### src/rtl/core/pwc_pkg.sv
// pwc_pkg: widths and constants shared by the weight combing block
// no dependencies; used by pwc_div and particle_weight_comb
package pwc_pkg;

  // field widths
  localparam int W_W      = 32;  // Q16.16 weight
  localparam int D_W      = 16;  // Q0.16 draw
  localparam int T_W      = 16;  // target / population count
  localparam int IDX_OUT_W = 6;  // particle index port
  localparam int SUM_W    = 38;  // saturating weight sum

  // divider geometry: dividend is {w*t, 16 fraction bits}, divisor is the sum
  localparam int PROD_W   = W_W + T_W;
  localparam int FRAC_W   = D_W;
  localparam int DVD_W    = PROD_W + FRAC_W;
  localparam int DVS_W    = SUM_W;
  localparam int STEP_W   = $clog2(DVD_W);

  localparam logic [T_W-1:0] COUNT_MAX = '1;

endpackage

### src/rtl/core/pwc_div.sv
// pwc_div: restoring radix-2 divider, one quotient bit per cycle
// depends on pwc_pkg for the dividend and divisor widths
module pwc_div (
  input  logic                       clk,
  input  logic                       rst_n,
  input  logic                       start,
  input  logic [pwc_pkg::DVD_W-1:0]  dividend,
  input  logic [pwc_pkg::DVS_W-1:0]  divisor,
  output logic                       done,
  output logic [pwc_pkg::DVD_W-1:0]  quotient,
  output logic [pwc_pkg::DVS_W-1:0]  remainder
);
  import pwc_pkg::*;

  logic              busy_r;
  logic              done_r;
  logic [STEP_W-1:0] step_r;
  logic [DVD_W-1:0]  dvd_r;
  logic [DVS_W-1:0]  dvs_r;
  logic [DVS_W-1:0]  rem_r;

  logic [DVS_W:0]    trial;
  logic [DVS_W:0]    diff;
  logic              fits;
  logic [DVS_W-1:0]  rem_nxt;

  // trial subtract of the shifted partial remainder
  always_comb begin
    trial   = {rem_r, dvd_r[DVD_W-1]};
    diff    = trial - {1'b0, dvs_r};
    fits    = (trial >= {1'b0, dvs_r});
    rem_nxt = fits ? diff[DVS_W-1:0] : trial[DVS_W-1:0];
  end

  // quotient bits shift in where dividend bits shift out
  always_ff @(posedge clk) begin
    if (!rst_n) begin
      busy_r <= 1'b0;
      done_r <= 1'b0;
      step_r <= '0;
    end else begin
      done_r <= 1'b0;
      if (start) begin
        busy_r <= 1'b1;
        step_r <= '0;
        dvd_r  <= dividend;
        dvs_r  <= divisor;
        rem_r  <= '0;
      end else if (busy_r) begin
        rem_r  <= rem_nxt;
        dvd_r  <= {dvd_r[DVD_W-2:0], fits};
        step_r <= step_r + STEP_W'(1);
        if (step_r == STEP_W'(DVD_W - 1)) begin
          busy_r <= 1'b0;
          done_r <= 1'b1;
        end
      end
    end
  end

  assign done      = done_r;
  assign quotient  = dvd_r;
  assign remainder = rem_r;

endmodule

### src/rtl/core/particle_weight_comb.sv
// particle_weight_comb: batch weight combing with roulette on the fraction
// depends on pwc_pkg and the serial divider pwc_div
//
//  channel | direction | handshake              | payload
//  --------+-----------+------------------------+-----------------------------------------
//  in_     | request   | in_valid / in_ready    | weight, uniform_draw, batch_last
//  out_    | result    | out_valid / out_ready  | particle_index, copy_count, new_weight,
//          |           |                        | result_last
//  cfg_    | write     | cfg_wr_en              | cfg_wr_data (target count)
//
// a request without batch_last is stored (dropped when the store is full); the closing
// request starts the mean weight division, then each particle goes through these steps:
// store read, w*t multiply, 64 steps of the shared serial divider, emit.
// a lone particle or a zero sum skips the divider and goes from the multiply step to emit.
// in_ready is low from the closing request until the
// last result is taken; out_valid holds until out_ready. rst_n is synchronous.
module particle_weight_comb #(
  parameter int CAPACITY = 64
) (
  input  logic                          clk,
  input  logic                          rst_n,
  input  logic                          in_valid,
  output logic                          in_ready,
  input  logic [pwc_pkg::W_W-1:0]       in_weight,
  input  logic [pwc_pkg::D_W-1:0]       in_uniform_draw,
  input  logic                          in_batch_last,
  output logic                          out_valid,
  input  logic                          out_ready,
  output logic [pwc_pkg::IDX_OUT_W-1:0] out_particle_index,
  output logic [pwc_pkg::T_W-1:0]       out_copy_count,
  output logic [pwc_pkg::W_W-1:0]       out_new_weight,
  output logic                          out_result_last,
  input  logic                          cfg_wr_en,
  input  logic [pwc_pkg::T_W-1:0]       cfg_wr_data
);
  import pwc_pkg::*;

  localparam int IDX_W = $clog2(CAPACITY);
  localparam int CNT_W = $clog2(CAPACITY + 1);

  typedef enum logic [3:0] {
    S_IDLE, S_MEAN, S_MEAN_WAIT, S_RD, S_MUL, S_DIV, S_DIV_WAIT, S_EMIT
  } state_t;

  state_t            state_r;
  logic [T_W-1:0]    target_r;
  logic [CNT_W-1:0]  loaded_r;
  logic [SUM_W-1:0]  sum_r;
  logic [CNT_W-1:0]  n_r;
  logic [SUM_W-1:0]  s_r;
  logic [T_W-1:0]    t_r;
  logic [W_W-1:0]    mean_r;
  logic [IDX_W-1:0]  j_r;
  logic [W_W-1:0]    rd_w_r;
  logic [D_W-1:0]    rd_d_r;
  logic [PROD_W-1:0] prod_r;
  logic [IDX_OUT_W-1:0] out_index_r;
  logic [T_W-1:0]    out_count_r;
  logic [W_W-1:0]    out_weight_r;
  logic              out_last_r;

  // batch stores
  logic [W_W-1:0]    wmem [CAPACITY];
  logic [D_W-1:0]    dmem [CAPACITY];

  logic              in_acc;
  logic              has_room;
  logic [SUM_W:0]    sum_add;
  logic [SUM_W-1:0]  sum_sat;
  logic [CNT_W-1:0]  load_cnt_nxt;
  logic [SUM_W-1:0]  load_sum_nxt;
  logic [T_W-1:0]    t_nxt;

  logic              div_start;
  logic              div_done;
  logic [DVD_W-1:0]  div_dividend;
  logic [DVS_W-1:0]  div_divisor;
  logic [DVD_W-1:0]  div_quot;
  logic [DVS_W-1:0]  div_rem;

  logic [PROD_W-1:0] int_q;
  logic [FRAC_W-1:0] frac_q;
  logic              round_up;
  logic [PROD_W:0]   q_inc;
  logic [T_W-1:0]    cnt_sat;
  logic [W_W-1:0]    mean_sat;
  logic              j_last;

  // load path: append to the store, saturating sum
  always_comb begin
    in_acc       = in_valid && in_ready;
    has_room     = (loaded_r < CNT_W'(CAPACITY));
    sum_add      = {1'b0, sum_r} + (SUM_W+1)'(in_weight);
    sum_sat      = sum_add[SUM_W] ? '1 : sum_add[SUM_W-1:0];
    load_cnt_nxt = has_room ? loaded_r + CNT_W'(1) : loaded_r;
    load_sum_nxt = has_room ? sum_sat : sum_r;
    t_nxt        = (target_r != '0) ? target_r : T_W'(load_cnt_nxt);
  end

  // shared divider operands: mean s/t, then per particle {w*t, frac}/s
  always_comb begin
    div_start    = (state_r == S_MEAN) || (state_r == S_DIV);
    div_dividend = (state_r == S_MEAN) ? DVD_W'(s_r) : {prod_r, {FRAC_W{1'b0}}};
    div_divisor  = (state_r == S_MEAN) ? DVS_W'(t_r) : s_r;
  end

  pwc_div u_div (
    .clk       (clk),
    .rst_n     (rst_n),
    .start     (div_start),
    .dividend  (div_dividend),
    .divisor   (div_divisor),
    .done      (div_done),
    .quotient  (div_quot),
    .remainder (div_rem)
  );

  // copy count: integer part plus roulette on the fraction
  // draw*s < r*2^16 holds when draw is below the fraction quotient, or equal to
  // it with a nonzero final remainder
  always_comb begin
    int_q    = div_quot[DVD_W-1:FRAC_W];
    frac_q   = div_quot[FRAC_W-1:0];
    round_up = (rd_d_r < frac_q) || ((rd_d_r == frac_q) && (div_rem != '0));
    q_inc    = {1'b0, int_q} + (PROD_W+1)'(round_up);
    cnt_sat  = (q_inc > (PROD_W+1)'(COUNT_MAX)) ? COUNT_MAX : q_inc[T_W-1:0];
    mean_sat = (|div_quot[DVD_W-1:W_W]) ? '1 : div_quot[W_W-1:0];
    j_last   = ((CNT_W'(j_r) + CNT_W'(1)) == n_r);
  end

  // store write on load, registered read in the store read state
  always_ff @(posedge clk) begin
    if (in_acc && has_room) begin
      wmem[loaded_r[IDX_W-1:0]] <= in_weight;
      dmem[loaded_r[IDX_W-1:0]] <= in_uniform_draw;
    end
    if (state_r == S_RD) begin
      rd_w_r <= wmem[j_r];
      rd_d_r <= dmem[j_r];
    end
  end

  // sequencer and result registers
  always_ff @(posedge clk) begin
    if (!rst_n) begin
      state_r  <= S_IDLE;
      target_r <= '0;
      loaded_r <= '0;
      sum_r    <= '0;
      j_r      <= '0;
    end else begin
      if (cfg_wr_en) begin
        target_r <= cfg_wr_data;
      end
      case (state_r)
        S_IDLE: begin
          if (in_acc) begin
            if (in_batch_last) begin
              loaded_r <= '0;
              sum_r    <= '0;
              n_r      <= load_cnt_nxt;
              s_r      <= load_sum_nxt;
              t_r      <= t_nxt;
              j_r      <= '0;
              if (load_cnt_nxt == '0) begin
                state_r <= S_IDLE;
              end else if ((load_cnt_nxt != CNT_W'(1)) && (load_sum_nxt != '0)) begin
                state_r <= S_MEAN;
              end else begin
                state_r <= S_RD;
              end
            end else begin
              loaded_r <= load_cnt_nxt;
              sum_r    <= load_sum_nxt;
            end
          end
        end
        S_MEAN: begin
          state_r <= S_MEAN_WAIT;
        end
        S_MEAN_WAIT: begin
          if (div_done) begin
            mean_r  <= mean_sat;
            state_r <= S_RD;
          end
        end
        S_RD: begin
          state_r <= S_MUL;
        end
        S_MUL: begin
          out_index_r <= IDX_OUT_W'(j_r);
          out_last_r  <= j_last;
          if (n_r == CNT_W'(1)) begin
            out_count_r  <= T_W'(1);
            out_weight_r <= rd_w_r;
            state_r      <= S_EMIT;
          end else if (s_r == '0) begin
            out_count_r  <= '0;
            out_weight_r <= '0;
            state_r      <= S_EMIT;
          end else begin
            prod_r  <= PROD_W'(rd_w_r) * PROD_W'(t_r);
            state_r <= S_DIV;
          end
        end
        S_DIV: begin
          state_r <= S_DIV_WAIT;
        end
        S_DIV_WAIT: begin
          if (div_done) begin
            out_count_r  <= cnt_sat;
            out_weight_r <= mean_r;
            state_r      <= S_EMIT;
          end
        end
        S_EMIT: begin
          if (out_ready) begin
            if (out_last_r) begin
              state_r <= S_IDLE;
            end else begin
              j_r     <= j_r + IDX_W'(1);
              state_r <= S_RD;
            end
          end
        end
        default: begin
          state_r <= S_IDLE;
        end
      endcase
    end
  end

  assign in_ready           = (state_r == S_IDLE);
  assign out_valid          = (state_r == S_EMIT);
  assign out_particle_index = out_index_r;
  assign out_copy_count     = out_count_r;
  assign out_new_weight     = out_weight_r;
  assign out_result_last    = out_last_r;

endmodule

### config.mk
export PLATFORM = sky130hd
export DESIGN_NAME = particle_weight_comb
export DESIGN_NICKNAME = d
export VERILOG_FILES = /design/src/rtl/core/pwc_pkg.sv /design/src/rtl/core/pwc_div.sv /design/src/rtl/core/particle_weight_comb.sv
export SDC_FILE = /design/constraint.sdc
export NUM_CORES = 2
export LEC_CHECK = 0
export ABC_AREA = 1
export BUFFER_PORTS_ARGS = -buffer_cell sky130_fd_sc_hd__buf_2
export CAP_MARGIN = 10
export CORE_AREA = 4 4 739 741
export CTS_CLUSTER_DIAMETER = 200
export DETAILED_ROUTE_END_ITERATION = 12
export DIE_AREA = 0 0 743 745
export PLACE_DENSITY = 0.45
export SETUP_SLACK_MARGIN = 0.5
export SLEW_MARGIN = 20
export SYNTH_ARGS = -nofsm -noshare
export SYNTH_HDL_FRONTEND = slang
export SYNTH_SLANG_ARGS = --single-unit
### constraint.sdc
create_clock -name clk -period 20.7 [get_ports clk]
set_input_delay 0 -clock clk [delete_from_list [all_inputs] [get_ports clk]]
set_output_delay 0 -clock clk [all_outputs]
set_load 0.01 [all_outputs]
Word-level counts from Yosys, hierarchy flattened:

Memory sizes are Yosys's and may differ from the RTL's. A register that Yosys moved wholly into a read port is not among the register bits.
Cells that the tools add are included.

* add/subtract/negate cells: 7
* multiply operators: 1
* order comparisons: 4
* eq/ne operators: 19
* muxes and demuxes: 43
* bitwise gates (word level): 4
* reductions and logical operators: 28

Operators by type and width (count)
* two-way mux 64 bit: 3
* two-way mux 38 bit: 5
* two-way mux 32 bit: 3
* two-way mux 16 bit: 5
* nonzero test 38 bit: 2
* case mux 32 bit (2 select lines): 1
* adder 48 x 1 -> 49 bit: 1
* > comparator 49 x 16 -> 1 bit, second input constant: 1
* multiplier 32 x 16 -> 48 bit: 1
* adder 38 x 32 -> 39 bit: 1
* >= comparator 39 x 38 -> 1 bit: 1
* zero test 38 bit: 1
* subtractor 38 bit: 1
* case mux 16 bit (2 select lines): 1
* case mux 4 bit (8 select lines): 1
* OR reduction 32 bit: 1
* two-way mux 6 bit: 4
* two-way mux 7 bit: 3
* two-way mux 4 bit: 5
* equality test 16 bit: 1
* equality test 4 x 3 -> 1 bit, second input constant: 4
* less-than comparator 16 bit: 1
* nonzero test 16 bit: 1
* adder 6 x 1 -> 6 bit, second input constant: 2
* other kinds (27): 56

* bits in registers: 415
* bits in writable memories: 3072
* input bits: 70
* output and inout port bits: 57
* word-level logic and storage cells: 130
* memories kept: 2

Memory list
* wmem: words 64, bits a word 32, rd ports 1, clocked after memory_dff 1, write ports 1, RTL line particle_weight_comb.sv:63 `logic [W_W-1:0] wmem [CAPACITY];`
* dmem: words 64, bits a word 16, rd ports 1, clocked after memory_dff 1, write ports 1, RTL line particle_weight_comb.sv:64 `logic [D_W-1:0] dmem [CAPACITY];`

Depth between registers and ports, before layout:

* word-level depth: 10
* gate-level depth with buffers: 29
* depth with buffers taken out: 29

By module:

A second synthesis with hierarchy kept.

* cell total of the unflattened synthesis: 14500
* area total of the unflattened synthesis: 162754.8 sq um

By module, submodules not included
* particle_weight_comb: instances 1, cells each 13284, area each 153658.6 sq um, sequential area each 100976.8 sq um
* pwc_div: instances 1, cells each 1216, area each 9096.2 sq um, sequential area each 4364.2 sq um

Worst setup path after synthesis:

No wires, ideal clock.

* path type: reg-to-reg
* start: reg state_r[0]
* end: reg u_div.dvd_r[0] (netlist: u_div.quotient[0]) (enable)
* setup time: 0.706 ns
* arrival time: 7.967 ns
* data required time: 19.994 ns
* path slack: 12.027 ns
* stages on the path, launching flop included: 5
* path buffers: 0
* path through: dfxtp_1 inv_1 nor2_1 inv_1 o21ai_0

* longest elaborated chain between the ends: 4

RTL lines
* start, declared: RTL line particle_weight_comb.sv:45 `state_t state_r;`
* start signal, assigned: RTL line particle_weight_comb.sv:146 `state_r <= S_IDLE;`
* start signal, assigned: RTL line particle_weight_comb.sv:166 `state_r <= S_IDLE;`
* start signal, assigned: RTL line particle_weight_comb.sv:168 `state_r <= S_MEAN;`
* equality test 4 x 1 -> 1 bit / equality test 4 x 3 -> 1 bit (equally long branches): RTL line particle_weight_comb.sv:102 `div_start = (state_r == S_MEAN) || (state_r == S_DIV);`
* logical OR 1 bit *: RTL line particle_weight_comb.sv:102
* nonzero test 2 bit (no line) *
* AND reduction 2 bit (no line) *
* end signal, assigned: RTL line pwc_div.sv:46 `dvd_r <= dividend;`
* end signal, assigned: RTL line pwc_div.sv:51 `dvd_r <= {dvd_r[DVD_W-2:0], fits};`
* end, declared: RTL line pwc_div.sv:18 `logic [DVD_W-1:0] dvd_r;`

Mark *: on every way between the ends. The rest lies on a longest branch, timed or not.
A chain may end at the register's enable or synchronous reset.

Final worst setup path:

* start: reg rd_w_r[5] (read register of wmem)
* end: reg prod_r[47], data pin

* longest elaborated chain between the ends: 1

RTL lines
* start, declared: RTL line particle_weight_comb.sv:54 `logic [W_W-1:0] rd_w_r;`
* multiplier 32 x 16 -> 48 bit: RTL line particle_weight_comb.sv:202 `prod_r <= PROD_W'(rd_w_r) * PROD_W'(t_r);`
* end signal, assigned: RTL line particle_weight_comb.sv:202
* end, declared: RTL line particle_weight_comb.sv:56 `logic [PROD_W-1:0] prod_r;`

Every way passes these cells.

==> results.yml <==
route:
  final_antenna_net_count: 0
  drt_iter0_drc: 11100
  routed_wl_um: 584000
  num_vias: 111000
  wire_per_inst_um: 26.9
  via_per_inst: 5.13
  route.detailed.drc: 0
  drt_pass1_iterations: 8
logic_synthesis:
  synth_top_area_cell: "edfxtp_1"
  syn_area_per_cell_um2: 11.5
  ys_ff_latch: 3534
  synth_cells: 14100
  yosys_warnings: 0
  synthMostInstantiatedCell: "edfxtp_1"
  synth-async-reset-ratio: 0
  seq_area_frac_synth: 0.652
  syn-num-nets: 14800
  syn_area_mm2: 0.161
  synth_area_leaders: "edfxtp_1 (64%), o21ai_0 (6.6%), nor2_1 (5.5%), fa_1 (5.2%), o22ai_1 (3.8%)"
  synth_ff_type: "edfxtp_1"
  synth_edf_count: 3456
  synth_top_area_share: 0.643
  yosysUniqueCellTypes: 61
  synthTopCellsByCount: "edfxtp_1 (3456), nor2_1 (2382), o21ai_0 (2130)"
sta:
  period_needed_ns: 6.65
  grt_setup_unrepaired: "no"
  finalWorstSetupSlack_ns: 14.05
  slew_headroom: 0.201
  fin_skew_ns: 0.104
  fin_setup_tns_ns: 0
  hold_violations: 0
  timing.fmax_ghz: 0.150
  finalSetupViolCount: 0
  max_slew.worst_pin.slew_ns: 1.20
  period_share: 0.321
  maxSlewViolCount: 0
clock_tree:
  insertion_delay_ns: 1.04
  cts_tree: "yes"
  clock_sinks: 3534
  path_clk_slew_ns: 0.06
  cts_buffer_depth: 4
  htreeDepth: 5
  root_buffer: "clkbuf_16"
  cts_resized: 0
  cts_made_buffers: 391
power_and_ir_drop:
  p_total_mw: 25.1
  seqPwrFrac: 0.344
  p_leak_nw: 65.6
  clockPowerShare: 0.269
  p_per_area_mw_per_mm2: 136
  p_sw_mw: 9.65
  comb_power_share: 0.386
  p_sw_frac: 0.384
  p_int_mw: 15.5
  ir_worst_vdd_mv: 0.369
critical_path:
  r2r_end: "prod_r[47]$_DFFE_PP_"
  cp_data_arrival_time_ns: 7.39
  required_ns: 21.44
  setup.worst_path.class: "reg2reg"
  critPathMaxFanout: 17
  worstSetupStartpointType: "flop"
  cp-end-kind: "flop"
  r2r_start: "rd_w_r[5]$_DFFE_PN_"
  rr_worst_depth: 23
  r2r_slack_ns: 14.05
min_path:
  min_to: "dmem[59][2]$_DFFE_PP_"
  whs_path_depth: 2
  hp-class: "in2reg"
  min_from: "in_uniform_draw[2]"
floorplan:
  die_w_um: 743
  start_util: 0.299
  core_area_mm2: 0.540
  rows: 270
  die_y_um: 745
  dieArea_mm2: 0.554
  ios: 127
final_layout:
  drive_gt1_frac: 0.0784
  stdcell_area_mm2: 0.184
  finish.utilization: 0.342
  nNetsFinal: 14800
  area_growth_pct: 14.1
global_route:
  grt_pass1_wl_um: 824000
  grt_remaining_overflow: 0
  antenna_found_initial: 34
  track_usage: 0.205
  grt_max_degree: 167
  first_global_vias: 107000
place:
  portBuffers: 126
  gp_congestion: 0.882
  place.detailed.hpwl_um: 347000
  place_ws_ns: 14.08
  postPlaceCellArea_mm2: 0.171
run_status:
  status: "finished, final reports clean"
flow_run:
  maxCapViolations: 0
==> per-stage QoR <==
step,instances,hold WS (ns)
after floorplan,14100,0.0989
after global placement,20900,0.243
after detailed placement,20900,0.248
after CTS,21700,0.0531
after global routing,21700,0.0783
final,21700,0.0647
==> worst max-delay path by stage <==
stage | start | endpoint | slack (ns) | cells past startpoint
after floorplan | state_r[0]$_SDFFE_PN0P_ | u_div.quotient[0]$_DFFE_PP_ | 12.03 | 4
after global placement | rd_w_r[2]$_DFFE_PN_ | prod_r[47]$_DFFE_PP_ | 14.14 | 23
after detailed placement | rd_w_r[2]$_DFFE_PN_ | prod_r[47]$_DFFE_PP_ | 14.08 | 23
after CTS | rd_w_r[2]$_DFFE_PN_ | prod_r[47]$_DFFE_PP_ | 14.07 | 23
after global routing | rd_w_r[5]$_DFFE_PN_ | prod_r[47]$_DFFE_PP_ | 13.64 | 23
final | rd_w_r[5]$_DFFE_PN_ | prod_r[47]$_DFFE_PP_ | 14.05 | 23
==> cell usage in the layout (no fill, tap or decap), types with 141 or more instances in the layout <==
master	synthesis	final
clkbuf_16	0	394
nor2_1	2382	2310
buf_4	1	302
o22ai_1	971	966
nand3_1	142	141
ha_1	211	211
fa_1	420	420
edfxtp_1	3456	3456
inv_1	1162	1155
nand2_1	1443	1443
a21oi_1	239	239
o21ai_0	2130	2129
==> state kept, by name, summed over array words and instances, names as in the netlist <==
| register | flops |
|---|---|
| wmem | 2048 |
| dmem | 1024 |
| u_div.quotient | 64 |
| prod_r | 48 |
| s_r | 38 |
| sum_r | 38 |
| u_div.dvs_r | 38 |
| u_div.remainder | 38 |
| mean_r | 32 |
| out_new_weight | 32 |
| rd_w_r | 32 |
| out_copy_count | 16 |
| rd_d_r | 16 |
| t_r | 16 |
| target_r | 16 |
| loaded_r | 7 |
| n_r | 7 |
| j_r | 6 |
| out_particle_index | 6 |
| u_div.step_r | 6 |
| state_r | 3 |
| out_result_last | 1 |
| u_div.busy_r | 1 |
| u_div.done | 1 |
==> power by group through the flow <==
stage                     sequential (mW)  clock, mW  combinational, mW
after global placement               8.81          0               9.71
after CTS                            8.66       6.91               9.69
after floorplan                      8.73          0               6.43
final                                8.66       6.77               9.71
after detailed placement             8.81          0               9.62
after global routing                 8.67       7.21               10.9
==> cell type report <==
type	instances	area [um2]
diodes	12	30.0
multi-input cells	8499	48900
flip-flops and latches	3534	105000
repair buffers	546	4280
clock buffers	505	10300
well taps	7208	9020
clock inverters	204	1920
fillers	53900	355000
inverters	1174	4440
==> cell families after synthesis <==
logic type	after synthesis	synth area share
xor+xnor	142	0.00780
flops	3534	0.652
compound gates	3523	0.120
fa+ha+maj	631	0.0684
buf+inv	2061	0.0487
simple gates	4203	0.103
==> metal layers <==
metal  share of wire  vias up  track usage
met5        0.000070        -            0
met4           0.030        6       0.0577
met3           0.058      743       0.0246
met2            0.47     3513        0.337
met1            0.44    57300        0.285
li1                -    49700            -
==> critical path, stage by stage, from the launching register on <==
cell	delay [ns]
edfxtp_1	0.78
nand2_1	0.11
inv_1	0.10
fa_1	0.46
fa_1	0.56
ha_1	0.13
inv_1	0.04
fa_1	0.46
fa_1	0.54
inv_1	0.05
fa_1	0.46
ha_1	0.35
a21oi_1	0.16
a21boi_1	0.46
o21ai_0	0.31
a21oi_1	0.38
o21ai_1	0.20
nand4_1	0.11
nand2_1	0.10
a21oi_1	0.28
nand3b_1	0.18
nand2_1	0.06
nand2_1	0.06
nand2_1	0.04
==> what timing repair did <==
item,in CTS,in global routing
endpoints found under the setup margin,0,0
hold endpoints to repair,2921,6
setup buffers,0,0
hold buffers,105,1
Note: power is estimated with default switching activity, not from simulation.
